==> config.mk <==
export PLATFORM = sky130hd
export DESIGN_NAME = tick_task_scheduler
export DESIGN_NICKNAME = d
export VERILOG_FILES = /design/src/hdl/tts_pkg.sv /design/src/hdl/tts_ctrl.sv /design/src/hdl/tts_dp.sv /design/src/hdl/tick_task_scheduler.sv
export SDC_FILE = /design/constraint.sdc
export NUM_CORES = 1
export LEC_CHECK = 0
export ABC_CLOCK_PERIOD_IN_PS = 6000
export BUFFER_PORTS_ARGS = -buffer_cell sky130_fd_sc_hd__buf_2
export CAP_MARGIN = 20
export CORE_MARGIN = 4
export CORE_UTILIZATION = 30
export DETAILED_ROUTE_END_ITERATION = 16
export PLACE_DENSITY = 0.48
export SYNTH_ARGS = -nofsm -noshare
export SYNTH_HDL_FRONTEND = slang
export SYNTH_HIERARCHICAL = 1
export SYNTH_SLANG_ARGS = --single-unit
export TNS_END_PERCENT = 10
==> constraint.sdc <==
create_clock -name clk -period 6 [get_ports clk]
set_input_delay 0 -clock clk [delete_from_list [all_inputs] [get_ports clk]]
set_output_delay 0 -clock clk [all_outputs]
set_load 0.02 [all_outputs]
==> src/hdl/tts_pkg.sv <==
`timescale 1ns / 1ps

package tts_pkg;

  // command codes
  localparam logic [1:0] ACT_TICK     = 2'd0;
  localparam logic [1:0] ACT_ADD      = 2'd1;
  localparam logic [1:0] ACT_DISPATCH = 2'd2;

  // result kinds
  localparam logic [1:0] KIND_ADD  = 2'd0;
  localparam logic [1:0] KIND_RUN  = 2'd1;
  localparam logic [1:0] KIND_DONE = 2'd2;

  localparam int SLOT_W = 4;

  typedef struct packed {
    logic [1:0]  action;
    logic [7:0]  task_tag;
    logic [15:0] start_delay;
    logic [15:0] repeat_period;
    logic        cooperative;
  } cmd_t;

  typedef struct packed {
    logic [1:0]        kind;
    logic [SLOT_W-1:0] slot;
    logic [7:0]        run_tag;
    logic [31:0]       tick_count;
    logic              last;
  } res_t;

  // one row of the task table
  typedef struct packed {
    logic [7:0]  tag;
    logic        coop;
    logic [7:0]  runs;
    logic [15:0] delay;
    logic [15:0] period;
  } entry_t;

  // controller to datapath commands
  typedef struct packed {
    logic accept;
    logic add;
    logic walk;
    logic done;
  } ctl_t;

endpackage

==> src/hdl/tts_ctrl.sv <==
`timescale 1ns / 1ps

module tts_ctrl #(
  parameter int TASK_SLOTS = 8,
  parameter int IDX_W      = 3
) (
  input  logic             clk,
  input  logic             rst,
  input  logic             start,
  input  logic [1:0]       action,
  output logic             busy,
  output tts_pkg::ctl_t    ctl,
  output logic [IDX_W-1:0] ptr
);

  localparam logic [1:0] S_IDLE = 2'd0;
  localparam logic [1:0] S_ADD  = 2'd1;
  localparam logic [1:0] S_WALK = 2'd2;
  localparam logic [1:0] S_DONE = 2'd3;

  logic [1:0]       state;
  logic [1:0]       state_next;
  logic [IDX_W-1:0] ptr_next;
  logic             ptr_last;

  assign ptr_last = (ptr == IDX_W'(TASK_SLOTS - 1));

  always_comb begin
    state_next = state;
    ptr_next   = ptr;
    unique case (state)
      S_IDLE: begin
        if (start) begin
          ptr_next = '0;
          unique case (action) inside
            tts_pkg::ACT_ADD: state_next = S_ADD;
            tts_pkg::ACT_TICK, tts_pkg::ACT_DISPATCH: state_next = S_WALK;
            default: state_next = S_DONE;
          endcase
        end
      end
      S_ADD: state_next = S_IDLE;
      S_WALK: begin
        if (ptr_last) begin
          state_next = S_DONE;
        end else begin
          ptr_next = ptr + IDX_W'(1);
        end
      end
      S_DONE: state_next = S_IDLE;
      default: state_next = S_IDLE;
    endcase
  end

  always_ff @(posedge clk) begin
    if (rst) begin
      state <= S_IDLE;
      ptr   <= '0;
    end else begin
      state <= state_next;
      ptr   <= ptr_next;
    end
  end

  assign busy       = (state != S_IDLE);
  assign ctl.accept = (state == S_IDLE) && start;
  assign ctl.add    = (state == S_ADD);
  assign ctl.walk   = (state == S_WALK);
  assign ctl.done   = (state == S_DONE);

endmodule

==> src/hdl/tts_dp.sv <==
`timescale 1ns / 1ps

module tts_dp #(
  parameter int TASK_SLOTS = 8,
  parameter int IDX_W      = 3
) (
  input  logic             clk,
  input  logic             rst,
  input  tts_pkg::ctl_t    ctl,
  input  logic [IDX_W-1:0] ptr,
  input  tts_pkg::cmd_t    command,
  output tts_pkg::res_t    result,
  output logic             result_valid
);

  tts_pkg::entry_t mem [TASK_SLOTS];
  tts_pkg::entry_t rdata;
  tts_pkg::entry_t wdata;
  tts_pkg::entry_t upd;
  tts_pkg::cmd_t   op;
  tts_pkg::res_t   res_next;

  logic [TASK_SLOTS-1:0] valid;
  logic [31:0]           tick_counter;
  logic [IDX_W-1:0]      free_idx;
  logic                  free_found;
  logic [IDX_W-1:0]      rd_addr;
  logic [IDX_W-1:0]      wr_addr;
  logic                  we;
  logic                  vld;
  logic                  emit;
  logic                  release_slot;

  // latched command and tick counter
  always_ff @(posedge clk) begin
    if (ctl.accept) begin
      op <= command;
    end
  end

  always_ff @(posedge clk) begin
    if (rst) begin
      tick_counter <= '0;
    end else if (ctl.accept && command.action == tts_pkg::ACT_TICK) begin
      tick_counter <= tick_counter + 32'd1;
    end
  end

  // lowest free slot
  always_comb begin
    free_found = 1'b0;
    free_idx   = '0;
    for (int i = TASK_SLOTS - 1; i >= 0; i--) begin
      if (!valid[i]) begin
        free_found = 1'b1;
        free_idx   = IDX_W'(i);
      end
    end
  end

  // prefetch the next slot while the current one is updated
  always_comb begin
    rd_addr = '0;
    if (ctl.walk && ptr != IDX_W'(TASK_SLOTS - 1)) begin
      rd_addr = ptr + IDX_W'(1);
    end
  end

  assign vld = valid[ptr];

  // per-slot update for tick or dispatch
  always_comb begin
    upd          = rdata;
    emit         = 1'b0;
    release_slot = 1'b0;
    if (op.action == tts_pkg::ACT_TICK) begin
      if (rdata.delay == '0) begin
        if (rdata.coop) begin
          if (rdata.runs != 8'hFF) begin
            upd.runs = rdata.runs + 8'd1;
          end
        end else begin
          emit = 1'b1;
          if (rdata.period == '0) begin
            release_slot = 1'b1;
          end
        end
        if (rdata.period != '0) begin
          upd.delay = rdata.period;
        end
      end else begin
        upd.delay = rdata.delay - 16'd1;
      end
    end else begin
      if (rdata.coop && rdata.runs != '0) begin
        upd.runs = rdata.runs - 8'd1;
        emit     = 1'b1;
        if (rdata.period == '0) begin
          release_slot = 1'b1;
        end
      end
    end
  end

  // single write port: add or walk write-back
  always_comb begin
    we      = 1'b0;
    wr_addr = ptr;
    wdata   = upd;
    if (ctl.add) begin
      we           = free_found;
      wr_addr      = free_idx;
      wdata.tag    = op.task_tag;
      wdata.coop   = op.cooperative;
      wdata.runs   = '0;
      wdata.delay  = op.start_delay;
      wdata.period = op.repeat_period;
    end else if (ctl.walk) begin
      we = vld;
    end
  end

  always_ff @(posedge clk) begin
    if (we) begin
      mem[wr_addr] <= wdata;
    end
    rdata <= mem[rd_addr];
  end

  // invalid rows read as freed
  always_ff @(posedge clk) begin
    if (rst) begin
      valid <= '0;
    end else if (ctl.add && free_found) begin
      valid[free_idx] <= 1'b1;
    end else if (ctl.walk && vld && release_slot) begin
      valid[ptr] <= 1'b0;
    end
  end

  // result register
  always_comb begin
    res_next.kind       = tts_pkg::KIND_DONE;
    res_next.slot       = '0;
    res_next.run_tag    = '0;
    res_next.tick_count = tick_counter;
    res_next.last       = 1'b1;
    if (ctl.add) begin
      res_next.kind = tts_pkg::KIND_ADD;
      res_next.slot = free_found ? tts_pkg::SLOT_W'(free_idx)
                                 : tts_pkg::SLOT_W'(TASK_SLOTS);
    end else if (ctl.walk) begin
      res_next.kind    = tts_pkg::KIND_RUN;
      res_next.slot    = tts_pkg::SLOT_W'(ptr);
      res_next.run_tag = rdata.tag;
      res_next.last    = 1'b0;
    end
  end

  always_ff @(posedge clk) begin
    result <= res_next;
  end

  always_ff @(posedge clk) begin
    if (rst) begin
      result_valid <= 1'b0;
    end else begin
      result_valid <= ctl.add || ctl.done || (ctl.walk && vld && emit);
    end
  end

endmodule

==> src/hdl/tick_task_scheduler.sv <==
`timescale 1ns / 1ps

// tick-driven task scheduler with a table of TASK_SLOTS slots. a command is
// taken when start is high and busy is low. an add gives one answer beat; a
// tick or a dispatch walks the table one slot per cycle through the single
// read port of the table memory and gives its run beats in slot order,
// followed by a done beat with last set; an unused code gives a done beat.
// every beat shows on result for exactly one cycle with result_valid high and
// cannot be held off, so the receiver must take it there and then. busy drops
// in the cycle the last beat is shown.
module tick_task_scheduler #(
  parameter int TASK_SLOTS = 8
) (
  input  logic          clk,
  input  logic          rst,
  input  logic          start,
  input  tts_pkg::cmd_t command,
  output logic          busy,
  output tts_pkg::res_t result,
  output logic          result_valid
);

  // slot index width, at least one bit
  localparam int IDX_W = (TASK_SLOTS > 1) ? $clog2(TASK_SLOTS) : 1;

  tts_pkg::ctl_t    ctl;
  logic [IDX_W-1:0] ptr;

  // sequencer: idle, add, slot walk, done beat
  tts_ctrl #(
    .TASK_SLOTS (TASK_SLOTS),
    .IDX_W      (IDX_W)
  ) u_ctrl (
    .clk    (clk),
    .rst    (rst),
    .start  (start),
    .action (command.action),
    .busy   (busy),
    .ctl    (ctl),
    .ptr    (ptr)
  );

  // task table memory, valid bits, tick counter and result register
  tts_dp #(
    .TASK_SLOTS (TASK_SLOTS),
    .IDX_W      (IDX_W)
  ) u_dp (
    .clk          (clk),
    .rst          (rst),
    .ctl          (ctl),
    .ptr          (ptr),
    .command      (command),
    .result       (result),
    .result_valid (result_valid)
  );

`ifndef SYNTHESIS
  // a command ends exactly with its last beat
  a_end_with_last : assert property (@(posedge clk) disable iff (rst)
    $fell(busy) |-> result_valid && result.last)
    else $error("busy dropped without a last beat");

  // a last beat closes a command that was in progress
  a_last_closes : assert property (@(posedge clk) disable iff (rst)
    result_valid && result.last |-> !busy && $past(busy))
    else $error("last beat outside a command");

  // run beats come only from the walk and are never last
  a_run_in_walk : assert property (@(posedge clk) disable iff (rst)
    result_valid && result.kind == tts_pkg::KIND_RUN |-> !result.last && busy)
    else $error("run beat out of place");
`endif

endmodule
==> impl_results.md <==
- Initial DRT Pass Iterations: 5
- Area after DPL: ~24000 um^2
- CP Launch Type: register
- I/O pins: 95
- CP startpoint: u_ctrl/state[0]$_SDFFE_PP0P_
- Share of layout cells above drive strength 1: 23.6%
- DR iter-0 viols: roughly 1200
- Post-CTS Setup Bufs: 0
- WP data required: 6.28 ns
- Synthesized cell area: 21900 um^2
- Max_slew headroom: about 29%
- Lkg Pwr: just under 0.009 uW
- Initial core utilization: 30.4%
- Worst Setup Path Type: register to register
- Min Tclk post-route: 3.80 ns
- Max Root-Sink Buffers: 3
- Fillers: ~6800
- Hold path start: command[8]
- Yosys top cell area share: about three fifths
- Clock Sinks: roughly 580
- Sequential-to-total area share from yosys stat: between 70 and 80%
- Yosys warnings: 6
- Util after Layout: between 30 and 40%
- #FFs+latches synth: a little under 600
- Detailed Place HPWL: between 30000 and 40000 um
- Syn Area/Cell: ~16 um^2
- Worst hold path type: input pin to register
- Setup TNS: 0 ns
- Grt ovf: 0
- Core ar.: just over 70000 um^2
- Maximum number of pins on one net before global-route repair: ~70
- Int Pwr: 6880 uW
- Asr flop ratio synth: 0%
- Post-route cell area: 26100 um^2
- Final Max Slew Viols: 0
- Final hold vios: 0
- Mapped Cells: approximately 1400
- Row cnt: just under 100
- Synthesized net count: ~1400
- DRC viols: 0
- Chip width: between 200 and 300 um
- Vias in the first global route: around 13000
- Unique cell type count in the Yosys netlist: 70
- Vias per Instance: between 4 and 5
- Net Sw Power: between 1500 and 2000 uW
- Vias: around 13000
- Reg area: 15900 um^2
- Setup violations, final: 0
- Cell taking the most area after synthesis: edfxtp_1
- WHS Path Cells: 2
- Die area: slightly below 80000 um^2
- Pwr Density: roughly 340 nW/um^2
- Wirelength per Cell: about 21 um
- Max cap viols: 0
- Post-route ant nets: 0
- CTS tree: done
- IO buf count: 94
- Status: finished clean
- Diodes inserted: 0
- Clock Root Buffer: clkbuf_16
- Register share of total power: about half
- Clock power frac: ~44%
- Top cells by area, synth: edfxtp_1, dfxtp_1, mux4_2
- CP Capture Type: register
- VDD IR-drop max: 228 uV
- Worst reg2reg startpoint: u_ctrl/state[0]$_SDFFE_PP0P_
- Area growth from synthesis to layout: 19.4%
- CP Max Fanout: 71
- Flop2flop setup slack: 2.20 ns
- CP arrival: between 4 and 5 ns
- Switching share of power: 22.1%
- Initial antenna violation count: 1
- Drt total wl: roughly 53000 um
- Worst Max-Slew Pin Slew: 1.05 ns
- Num CTS Buffers: 61
- Most used flip-flop cell after synthesis: edfxtp_1
- H-tree depth: 2
- Dpl cells: between 2000 and 2500
- RSZ-0062 raised after global routing: false
- R2r worst-path depth: 9
- Final Instance Count excl. Fillers: between 2000 and 3000
- Combinational share of power: roughly 5.6%
- Global-route usage over all layers: a little over an eighth
- Fin Clk Skew: approximately 0.035 ns
- GPL Wtd Cong: ~0.8
- Fmax: approximately 0.26 GHz
- Tot Pwr: around 8800 uW
- Clock Latency Late Sink: 0.64 ns
- Worst-path clk slew: roughly 0.06 ns
- Nets: approximately 1600
- Multi-input logic area: about 5700 um^2
- EDFF count, synth: 435
- First-pass GRT wire length: approximately 82000 um
- Final cycle utilization of the critical path: ~63%
- Die Height: around 280 um
synthesized netlist by cell type (10+ instances only):
library cell and n:
inv_1 18, nand3_1 29, a31oi_1 10, a21oi_1 33, nor2_1 68, and2_1 11
nor4_1 10, o22ai_1 51, nand2_1 49, xnor2_1 15, clkbuf_1 67, mux2_2 77
xor2_1 15, edfxtp_1 435, nor3_1 18, ha_1 10, mux4_2 51, o221ai_1 49
dfxtp_1 142, o21ai_0 88, nand4_1 17, or3_1 11
cells by family after synthesis:
group | share of synthesized area, %
AND/OR/NAND/NOR | 6.17
flip-flops | 72.7
XOR/XNOR | 1.20
buffers and inverters | 1.67
AO/OA/AOI/OAI | 8.20
multiplexers | 9.45
adder cells (fa/ha/maj) | 0.572
layer usage:
layer  global-route usage (%)  part of all wire [%]
met1                     19.4                    46
met2                     21.9                    47
met3                     2.06                   4.8
met4                     3.72                   2.0
met5                        0                     0
path summary, 6_finish.rpt:
kind	to
min	u_dp/op[8]$_DFFE_PP_
max reg2reg	u_dp/mem[5][29]$_DFFE_PP_
max	u_dp/mem[5][29]$_DFFE_PP_
min reg2reg	u_dp/result[32]$_DFF_P_
sequential cells by signal (all words and copies together), names as in the netlist:
name,flops
u_ctrl/ptr,3
u_ctrl/state,2
u_dp/mem,392
u_dp/op,43
u_dp/rdata,49
u_dp/result,47
u_dp/result_valid,1
u_dp/tick_counter,32
u_dp/valid,8
worst max-delay path: stages, from the launching register on:
cell and delay (ns):
dfxtp_1 0.47, nor2b_4 0.20, buf_4 0.79, nand3_1 0.28, nor2_1 0.20, nand2_1 0.09, o21ai_0 0.14, nand2_1 0.21
nor2_4 0.61, buf_4 0.44
power by group through the flow:
stage | logic (uW) | registers (uW) | clock network (uW)
finish | 493 | 4500 | 3840
global route | 544 | 4510 | 4150
CTS | 499 | 4510 | 3960
detailed placement | 474 | 4590 | 0
global placement | 466 | 4590 | 0
floorplan | 313 | 4550 | 0
area by class of cell:
class / count / area share (%)
sequential: 577 / 60.9
multi-input combinational: 705 / 21.8
clock buffer: 78 / 6.32
tap: 950 / 4.55
timing repair buffer: 170 / 4.47
clock inverter: 38 / 1.71
inverter: 19 / 0.278
per-stage QoR:
stage               hold slack [ns]  setup slack (ns)
floorplan                    0.0691              1.76
global placement              0.177              2.21
detailed placement            0.179              2.12
CTS                          0.0164              2.10
global route                 0.0345              1.93
finish                       0.0707              2.20
repair_timing:
| item | CTS | global route |
|---|---|---|
| resized for setup | 0 | 0 |
| endpoints found under the setup margin | 0 | 0 |
| hold buffers | 46 | 0 |
| endpoints found under the hold margin | 83 | 0 |
cell usage in the layout, fill, tap and decap left out, types with 29 or more instances in the layout:
cell type,synthesis,routed
edfxtp_1,435,435
dfxtp_1,142,142
buf_2,4,95
o21ai_0,88,88
mux2_2,77,77
clkbuf_16,0,61
nor2_1,68,59
o22ai_1,51,51
mux4_2,51,51
o221ai_1,49,49
dlygate4sd3_1,0,46
nand2_1,49,46
a21oi_1,33,33
nand3_1,29,29
Note: power is estimated with default switching activity, not from simulation.
